File: src/rtl/spfb_pkg.sv
// Shared constants and types for the strict priority FIFO bank.
// No dependencies; used by spfb_ram users and strict_priority_fifo_bank.
package spfb_pkg;

  // bank geometry
  localparam int LEVELS = 8;
  localparam int DEPTH  = 4;

  localparam int DATA_W  = 32;
  localparam int LVL_IN_W = 3;
  localparam int LVL_W   = (LEVELS > 1) ? $clog2(LEVELS) : 1;
  localparam int SLOT_W  = (DEPTH > 1) ? $clog2(DEPTH) : 1;
  localparam int CNT_W   = $clog2(DEPTH + 1);
  localparam int ADDR_W  = LVL_W + SLOT_W;
  localparam int RAM_DEPTH = 1 << ADDR_W;

  // operation codes
  localparam logic FUNC_ENQ = 1'b0;
  localparam logic FUNC_DEQ = 1'b1;

  // result status codes
  typedef enum logic [1:0] {
    ST_INSERTED  = 2'd0,
    ST_REMOVED   = 2'd1,
    ST_OVERFLOW  = 2'd2,
    ST_UNDERFLOW = 2'd3
  } status_t;

endpackage

File: src/rtl/spfb_ram.sv
// Generic single-write, single-read synchronous RAM with registered read data.
// No dependencies.
module spfb_ram #(
  parameter int WIDTH = 32,
  parameter int DEPTH = 32
) (
  input  logic                     clk,
  input  logic                     we,
  input  logic [$clog2(DEPTH)-1:0] waddr,
  input  logic [WIDTH-1:0]         wdata,
  input  logic                     re,
  input  logic [$clog2(DEPTH)-1:0] raddr,
  output logic [WIDTH-1:0]         rdata
);

  logic [WIDTH-1:0] mem [DEPTH];

  // write port and registered read port; read data holds between reads
  always_ff @(posedge clk) begin
    if (we) begin
      mem[waddr] <= wdata;
    end
    if (re) begin
      rdata <= mem[raddr];
    end
  end

endmodule

File: src/rtl/strict_priority_fifo_bank.sv
// Strict priority FIFO bank: one circular FIFO per level, entries in one RAM.
// Depends on spfb_pkg and spfb_ram.
//
// Path: a result is registered in the pending stage and then in the output
//   register, and waits in the pending stage while the output is stalled.
// Throughput: one transaction per cycle unless in_stall; the level pointers
//   sit in flops and the entry RAM is touched at most once per transaction
//   (write on enqueue, read on dequeue); read data lands in the pending stage.
// Reset (rst, synchronous): all levels empty, pointers zero, no result held.
//   Entry RAM contents are not cleared; an entry is only read once written.
module strict_priority_fifo_bank (
  input  logic        clk,
  input  logic        rst,
  input  logic        in_valid,
  output logic        in_stall,
  input  logic        func,
  input  logic signed [spfb_pkg::DATA_W-1:0]   data_in,
  input  logic        [spfb_pkg::LVL_IN_W-1:0] level_in,
  output logic        out_valid,
  input  logic        out_stall,
  output logic signed [spfb_pkg::DATA_W-1:0]   data_out,
  output logic        [spfb_pkg::LVL_IN_W-1:0] level_out,
  output logic        [1:0]                    status
);

  localparam int LEVELS = spfb_pkg::LEVELS;
  localparam int LVL_W  = spfb_pkg::LVL_W;
  localparam int SLOT_W = spfb_pkg::SLOT_W;
  localparam int CNT_W  = spfb_pkg::CNT_W;
  localparam int ADDR_W = spfb_pkg::ADDR_W;
  localparam int DATA_W = spfb_pkg::DATA_W;
  localparam int LIN_W  = spfb_pkg::LVL_IN_W;

  // per-level pointers and fill counts
  logic [SLOT_W-1:0] head  [LEVELS];
  logic [SLOT_W-1:0] tail  [LEVELS];
  logic [CNT_W-1:0]  cnt   [LEVELS];

  // pending stage (waits on RAM read data) and output register
  logic                p_valid;
  logic                p_from_ram;
  logic [LIN_W-1:0]    p_level;
  spfb_pkg::status_t   p_status;
  logic                out_valid_r;
  logic [DATA_W-1:0]   out_data_r;
  logic [LIN_W-1:0]    out_level_r;
  spfb_pkg::status_t   out_status_r;

  logic              acc;
  logic              move;
  logic              lvl_in_range;
  logic [LVL_W-1:0]  enq_lvl;
  logic              enq_ok;
  logic              any_ne;
  logic [LVL_W-1:0]  deq_lvl;
  logic              do_enq;
  logic              do_deq;
  logic [DATA_W-1:0] ram_rdata;
  logic [ADDR_W-1:0] ram_waddr;
  logic [ADDR_W-1:0] ram_raddr;

  function automatic logic [SLOT_W-1:0] next_slot(input logic [SLOT_W-1:0] s);
    logic [SLOT_W-1:0] r;
    if (s == SLOT_W'(spfb_pkg::DEPTH - 1)) begin
      r = '0;
    end else begin
      r = s + SLOT_W'(1);
    end
    return r;
  endfunction

  // handshake: pending stage drains into the output register
  assign move     = p_valid && (!out_valid_r || !out_stall);
  assign in_stall = p_valid && !move;
  assign acc      = in_valid && !in_stall;

  // enqueue target check
  assign lvl_in_range = (32'(level_in) < 32'(LEVELS));
  assign enq_lvl      = LVL_W'(level_in);
  assign enq_ok       = lvl_in_range && (cnt[enq_lvl] != CNT_W'(spfb_pkg::DEPTH));

  // priority encoder: lowest-numbered non-empty level
  always_comb begin
    any_ne  = 1'b0;
    deq_lvl = '0;
    for (int i = LEVELS - 1; i >= 0; i--) begin
      if (cnt[i] != '0) begin
        any_ne  = 1'b1;
        deq_lvl = LVL_W'(i);
      end
    end
  end

  assign do_enq    = acc && (func == spfb_pkg::FUNC_ENQ) && enq_ok;
  assign do_deq    = acc && (func == spfb_pkg::FUNC_DEQ) && any_ne;
  assign ram_waddr = {enq_lvl, tail[enq_lvl]};
  assign ram_raddr = {deq_lvl, head[deq_lvl]};

  spfb_ram #(
    .WIDTH (DATA_W),
    .DEPTH (spfb_pkg::RAM_DEPTH)
  ) u_ram (
    .clk   (clk),
    .we    (do_enq),
    .waddr (ram_waddr),
    .wdata (data_in),
    .re    (do_deq),
    .raddr (ram_raddr),
    .rdata (ram_rdata)
  );

  // pointer and count update
  always_ff @(posedge clk) begin
    if (rst) begin
      for (int i = 0; i < LEVELS; i++) begin
        head[i] <= '0;
        tail[i] <= '0;
        cnt[i]  <= '0;
      end
    end else begin
      if (do_enq) begin
        tail[enq_lvl] <= next_slot(tail[enq_lvl]);
        cnt[enq_lvl]  <= cnt[enq_lvl] + CNT_W'(1);
      end
      if (do_deq) begin
        head[deq_lvl] <= next_slot(head[deq_lvl]);
        cnt[deq_lvl]  <= cnt[deq_lvl] - CNT_W'(1);
      end
    end
  end

  // pending stage: status known at accept, data from the RAM's registered read port
  always_ff @(posedge clk) begin
    if (rst) begin
      p_valid <= 1'b0;
    end else if (acc) begin
      p_valid <= 1'b1;
    end else if (move) begin
      p_valid <= 1'b0;
    end
  end

  always_ff @(posedge clk) begin
    if (acc) begin
      p_from_ram <= do_deq;
      if (func == spfb_pkg::FUNC_ENQ) begin
        p_level  <= level_in;
        p_status <= enq_ok ? spfb_pkg::ST_INSERTED : spfb_pkg::ST_OVERFLOW;
      end else if (any_ne) begin
        p_level  <= LIN_W'(deq_lvl);
        p_status <= spfb_pkg::ST_REMOVED;
      end else begin
        p_level  <= '0;
        p_status <= spfb_pkg::ST_UNDERFLOW;
      end
    end
  end

  // output register
  always_ff @(posedge clk) begin
    if (rst) begin
      out_valid_r <= 1'b0;
    end else if (move) begin
      out_valid_r <= 1'b1;
    end else if (!out_stall) begin
      out_valid_r <= 1'b0;
    end
  end

  always_ff @(posedge clk) begin
    if (move) begin
      out_data_r   <= p_from_ram ? ram_rdata : '0;
      out_level_r  <= p_level;
      out_status_r <= p_status;
    end
  end

  assign out_valid = out_valid_r;
  assign data_out  = out_data_r;
  assign level_out = out_level_r;
  assign status    = out_status_r;

  // fill counts never pass the level depth
  generate
    for (genvar g = 0; g < LEVELS; g++) begin : g_cnt_chk
      a_cnt_bound: assert property (@(posedge clk) disable iff (rst)
        cnt[g] <= CNT_W'(spfb_pkg::DEPTH))
        else $error("fill count above depth on a level");
    end
  endgenerate

  // a dequeue is reported as removed exactly when some level held an entry
  a_deq_status: assert property (@(posedge clk) disable iff (rst)
    (acc && (func == spfb_pkg::FUNC_DEQ)) |=>
      ((p_status == spfb_pkg::ST_REMOVED) == $past(any_ne)))
    else $error("dequeue status disagrees with fill counts");

  // a pending result that cannot drain keeps its contents
  a_pend_hold: assert property (@(posedge clk) disable iff (rst)
    (p_valid && !move) |=> (p_valid && $stable(p_level) && $stable(p_status)))
    else $error("pending result lost while output stalled");

endmodule
File: config.mk
export PLATFORM = sky130hd
export DESIGN_NAME = strict_priority_fifo_bank
export DESIGN_NICKNAME = d
export VERILOG_FILES = /design/src/rtl/spfb_pkg.sv /design/src/rtl/spfb_ram.sv /design/src/rtl/strict_priority_fifo_bank.sv
export SDC_FILE = /design/constraint.sdc
export NUM_CORES = 2
export LEC_CHECK = 0
export BUFFER_PORTS_ARGS = -buffer_cell sky130_fd_sc_hd__buf_2
export CORE_ASPECT_RATIO = 0.9
export CORE_UTILIZATION = 61
export CTS_BUF_LIST = sky130_fd_sc_hd__clkbuf_8 sky130_fd_sc_hd__clkbuf_16
export DETAILED_ROUTE_END_ITERATION = 6
export PLACE_DENSITY_LB_ADDON = 0.05
export SLEW_MARGIN = 10
export SYNTH_ARGS = -nofsm -noshare
export SYNTH_HDL_FRONTEND = slang
export SYNTH_SLANG_ARGS = --single-unit
File: constraint.sdc
create_clock -name clk -period 10.3 [get_ports clk]
set_input_delay 2.575 -clock clk [delete_from_list [all_inputs] [get_ports clk]]
set_output_delay 2.575 -clock clk [all_outputs]
set_load 0.005 [all_outputs]
Word level (Yosys, flattened, before mapping)
Memory sizes are Yosys's and may differ from the RTL's. A register that Yosys moved wholly into a read port is not among the register bits.
Cells that the tools add are included.
W data, S select, Z words.
Word-level totals
  bits in registers: 45
  RAM bits: 1080
  input bits: 40
  word-level logic and storage cells: 98
  memories: 4
Memory list
  u_ram.mem: depth 32, bits a word 32, rd ports 1, clocked after Yosys merged registers in 1, wr ports 1, line spfb_ram.sv:16  | logic [WIDTH-1:0] mem [DEPTH];
  cnt: depth 8, bits a word 3, rd ports 10, clocked after Yosys merged registers in 0, wr ports 8, line strict_priority_fifo_bank.sv:37  | logic [CNT_W-1:0] cnt [LEVELS];
  head: depth 8, bits a word 2, rd ports 1, clocked after Yosys merged registers in 0, wr ports 8, line strict_priority_fifo_bank.sv:35  | logic [SLOT_W-1:0] head [LEVELS];
  tail: depth 8, bits a word 2, rd ports 1, clocked after Yosys merged registers in 0, wr ports 8, line strict_priority_fifo_bank.sv:36  | logic [SLOT_W-1:0] tail [LEVELS];
Cells by class
  add/sub/neg operators: 4
  equality and inequality tests: 4
  muxes and demuxes: 52
  bitwise gates (word level): 1
  reductions and logical operators: 25
Operators by type and width (count)
  $mux W3: 16
  $mux W1: 25
  $reduce_bool A3 Y1: 8
  $mux W2: 11
  $logic_and A1 B1 Y1: 7
  $reduce_or A3 Y1: 2
  $add A2 B1 Y2 const B: 2
  $eq A2 B2 Y1 const B: 2
  $logic_not A1 Y1: 4
  $reduce_or A2 Y1: 2
  $add A3 B1 Y3 const B: 1
  $ne A3 B3 Y1 const B: 1
  $sub A3 B1 Y3 const B: 1
  $ne A2 B1 Y1 const B: 1
  $reduce_bool A2 Y1: 1
  $logic_or A1 B1 Y1: 1
  $not A1 Y1: 1

Longest topological paths before layout
An unclocked memory read counts as a cell.
  depth in word-level cells: 16
  gate-level depth with buffers: 15

Hierarchy
A second synthesis with hierarchy kept.
Second synthesis, totals
  cells, all modules: 2699
  area, all modules: 45982.9 um^2
Modules (own cells, without submodules)
  spfb_ram: instances 1, cells an instance 2260, area an instance 40805.4 um^2
  strict_priority_fifo_bank: instances 1, cells an instance 439, area an instance 5177.5 um^2

Worst setup path after synthesis
OpenSTA, ideal clock, no wires.
  kind: input-to-reg
  from: input port level_in[1] in the netlist's numbering
  to: memory u_ram.mem[0][0], enable pin
  setup time: 0.421 ns
  arrival time: 6.445 ns
  data required time: 9.879 ns
  setup slack: 3.434 ns
  stages: 13
  path through: clkbuf_1 nand2b_1 or2_2 clkbuf_1 o22ai_1 or4_1 ha_1 inv_1 o21bai_1 nor2_1 clkbuf_1 nand2_1 nor2_1
On the way
  word-level cells in the longest chain between the ends: 5
RTL lines
  from (decl): line strict_priority_fifo_bank.sv:18  | input logic [spfb_pkg::LVL_IN_W-1:0] level_in,
  $mem_v2 Z8 W3
  $ne A3 B3 Y1: line strict_priority_fifo_bank.sv:80  | assign enq_ok = lvl_in_range && (cnt[enq_lvl] != CNT_W'(spfb_pkg::DEPTH));
  $logic_and A1 B1 Y1: line strict_priority_fifo_bank.sv:94  | assign do_enq = acc && (func == spfb_pkg::FUNC_ENQ) && enq_ok;
  $mux W1: line spfb_ram.sv:20  | if (we) begin
  $mux W1 (not written as such): line spfb_ram.sv:21  | mem[waddr] <= wdata;
  to (decl): line spfb_ram.sv:16
Several ways; a longest one is shown, not always the timed one.

Worst setup path after layout
  from: input port level_in[1] in the netlist's numbering
  to: memory u_ram.mem[17][13], enable pin
The elaborated chain is that of the path after synthesis.

==> out/qor.csv <==
stage,metric,value,unit
yosys,muxShareOfSynthArea,0.06177,
yosys,yosys.area.top_type_share,0.7490,
detailed_routing,via_per_inst,6.628,
setup_path,r2r_slack,4.56,ns
clock_tree,cts_max_path_buffers,3,
hold_path,holdCritStartpoint,p_status[1]$_DFFE_PP_,
clock_tree,path_clk_slew,0.06,ns
timing,finClkSkew,0.02605,ns
hold_path,hold_depth,0,
placed_design,io_buffers,78,
setup_path,r2r_start,cnt[3][1]$_SDFFCE_PN0P_,
power,power_frac_comb,0.092,
floorplan,start_util,0.6184,
layout,antenna-diode-count,0,
layout,final_nets,3143,
timing,fin_crit,6.661,ns
setup_path,critPathKind,in2reg,
yosys,synth_simple_gate_area_frac,0.09524,
yosys,synth_xor_area_frac,0.0005674,
detailed_routing,drc_errors,0,
clock_tree,post-cts-setup-buffer-count,0,
yosys,synth-edff-count,1155,
power,seqPwrFrac,0.515,
clock_tree,cts_made_buffers,111,
global_routing,antenna_found_initial,3,
status,outcome,finished clean,
layout,design_area,51540,sq um
flow_run,cap_violations,0,
clock_tree,htreeDepth,3,
clock_tree,cts_tree,done,
detailed_routing,dr_total_vias,27550,
global_routing,grt-ovfl-total,0,
detailed_routing,wl,122900,microns
power,power_switching_share,0.2338,
layout,drive_gt1_frac,0.1224,
setup_path,cp.required,10.62,ns
yosys,synth_compound_area_frac,0.07120,
clock_tree,cts_root_buf,clkbuf_16,
yosys,synth.largest_area_cell,edfxtp_1,
timing,timing.setup.tns,0,ns
detailed_routing,dr.pass1.iters,5,
layout,multiInputGateArea,11030,sq um
yosys,synth_nets,3080,
yosys,syn-cell-area,46310,sq um
floorplan,die_x,292.4,microns
detailed_routing,wl_per_cell,29.56,microns
hold_path,whs_endpoint,status[1]$_DFFE_PP_,
timing,period_share,0.6467,
yosys,ys.flop_type,edfxtp_1,
floorplan,dieHeight,263.4,microns
setup_path,worstRegToRegCells,11,
hold_path,min_path_type,reg2reg,
yosys,synth_area_per_cell,15.27,sq um
global_routing,grt_max_degree,131,
yosys,synthTopCellsByCount,"edfxtp_1, nand2_1, mux2i_1",
clock_tree,clk_latency,0.68,ns
clock_tree,ctsHoldBuffers,0,
setup_path,end_kind,flop,
global_routing,grt_pass1_wl,177800,microns
layout,seq_area,34720,sq um
placed_design,dp.final_hpwl,70930,microns
floorplan,ios,79,
yosys,ys_types,62,
setup_path,arrival,6.98,ns
yosys,yosysMostFrequentCell,edfxtp_1,
power,leakagePower,0.01762,uW
power,pwr-share-clk,0.393,
power,power_density,198.3,nW/um^2
detailed_routing,final_antenna_net_count,0,
setup_path,timing.rr.end,u_ram.rdata[20]$_DFFE_PN_,
timing,max_freq,150.1,MHz
power,internal-power,7833,uW
yosys,ys_seq_area_frac,0.7499,
floorplan,fp-row-count,95,
setup_path,start_kind,input pin,
floorplan,dieArea,77020,sq um
global_routing,grtUsageTotal,0.3198,
power,p_switching,2391,uW
clock_tree,post_cts_resized,0,
yosys,ys_seq_elements,1157,
global_routing,grt_pass1_vias,26500,
detailed_routing,drt_iter0_drc,3018,
yosys,synthAdderAreaFrac,0.001891,
yosys,syn_inst,3033,
timing,relSlewSlack,0.1679,
timing,hold_viol,0,
timing,finalMaxSlewViolations,0,
clock_tree,numClockSinks,1157,
power,finalPower,10220,uW
yosys,netlist_top_cells_area,"edfxtp_1, mux2i_1, nand2_1",
placed_design,gp_congestion,0.9021,
setup_path,critPathMaxFanout,19,
yosys,yosysWarnings,0,
floorplan,coreArea,74880,sq um
timing,worst_slew_pin_slew,1.245,ns
yosys,synth_top_family_by_area,simple AND/OR/NAND/NOR gates,
timing,setup_viol,0,
timing,grt_setup_unrepaired,no,
placed_design,place_area,47920,sq um
yosys,async_flop_share,0,
power,peakVddDrop,0.0001776,V
layout,syn2layout_area_growth,11.31,%
layout,nFillCells,5017,
logic make-up (layout without fill, tap and decap cells):
group | after synthesis | after routing
buffers and inverters | 208 | 362
XOR/XNOR | 3 | 3
AO/OA/AOI/OAI | 409 | 409
multiplexers | 284 | 284
adder cells (fa/ha/maj) | 7 | 7
AND/OR/NAND/NOR | 965 | 965
flip-flops | 1157 | 1157
flip-flops by register name, summed over array words and instances (netlist names), 3 cells and up:
| signal | flops |
|---|---|
| tail | 16 |
| data_out | 32 |
| u_ram.mem | 1024 |
| u_ram.rdata | 32 |
| cnt | 24 |
| head | 16 |
| level_out | 3 |
| p_level | 3 |
area by class of cell:
cell class              count  share of cell area
repair buffers            141             0.01772
flip-flops and latches   1157              0.6737
clock inverters            92             0.01551
inverters                  17            0.001238
multi-input cells        1668              0.2140
well taps                 970             0.02355
clock buffers             112             0.05437
worst max-delay path, cell delays in order:
cell	delay [ns]
buf_2	0.31
nand2b_1	0.27
nand2b_1	0.53
o22ai_1	0.14
or4_1	0.62
ha_1	0.25
inv_1	0.06
o21bai_1	0.09
nor2_1	0.13
buf_4	0.24
nand2_1	0.48
nor2_4	0.79
buf_4	0.45
layout by cell type (no fill, tap or decap), types with 3 or more instances in the layout:
master	synthesis	final
edfxtp_1	1155	1155
nand2_1	438	437
mux2i_1	270	270
nand3_1	198	196
a211oi_1	114	114
clkbuf_16	0	112
and3_1	91	91
nor2_1	121	88
buf_2	76	78
buf_4	3	59
a311oi_1	54	54
inv_1	17	38
nand4_1	36	36
a22oi_1	34	34
and2_1	35	34
nor2_4	0	33
a221oi_1	31	31
clkinv_1	0	25
o21ai_0	22	22
clkinv_2	0	22
a21oi_1	22	21
a32oi_1	18	18
o211ai_1	16	16
o41ai_1	15	15
a31oi_1	14	14
mux2_2	14	14
bufinv_16	0	14
nor3_1	14	13
or3_1	13	12
o41ai_2	12	12
a211oi_2	10	10
o22ai_1	9	9
o31ai_1	8	8
ha_1	7	7
a2111oi_0	5	5
clkinvlp_4	0	4
buf_12	0	4
nor3_2	3	3
a21boi_0	4	3
per-layer routing:
metal | routed length, microns | track usage | up-vias | part of all wire
met1 | 50800 | 0.4653 | 13970 | 0.41
met4 | 3958 | 0.1057 | 2 | 0.032
li1 | - | - | 11970 | -
met2 | 55810 | 0.4854 | 1392 | 0.45
met3 | 12310 | 0.06923 | 220 | 0.10
met5 | 9 | 0 | - | 0.000073
how the worst max path moves through the flow:
stage                           start                           to  cells past startpoint  slack, ns
after detailed placement  level_in[1]   u_ram.mem[17][5]$_DFFE_PP_                     13       3.03
after CTS                 level_in[1]  u_ram.mem[17][13]$_DFFE_PP_                     13       3.72
after global placement    level_in[1]   u_ram.mem[17][5]$_DFFE_PP_                     13       3.04
final                     level_in[1]  u_ram.mem[17][13]$_DFFE_PP_                     13       3.64
after global routing      level_in[1]  u_ram.mem[17][13]$_DFFE_PP_                     13       3.49
after floorplan           level_in[1]    u_ram.mem[0][0]$_DFFE_PP_                     13       3.43
stage by stage:
stage	std cells	setup WS (ns)	hold slack [ns]	util
CTS	4156	3.717	0.4218	0.6881
detailed placement	3952	3.026	0.4133	0.6400
global placement	3952	3.039	0.4031	0.6400
finish	4157	3.639	0.4201	0.6883
global route	4157	3.494	0.4240	0.6883
floorplan	3033	3.434	0.4003	-
power groups by stage:
stage	registers (uW)	logic [uW]	clock network, uW
floorplan	5360	586	0
global placement	5370	910	0
detailed placement	5370	927	0
CTS	5270	930	4050
global route	5270	998	4210
finish	5270	937	4020
(Power assumes the default switching activity.)
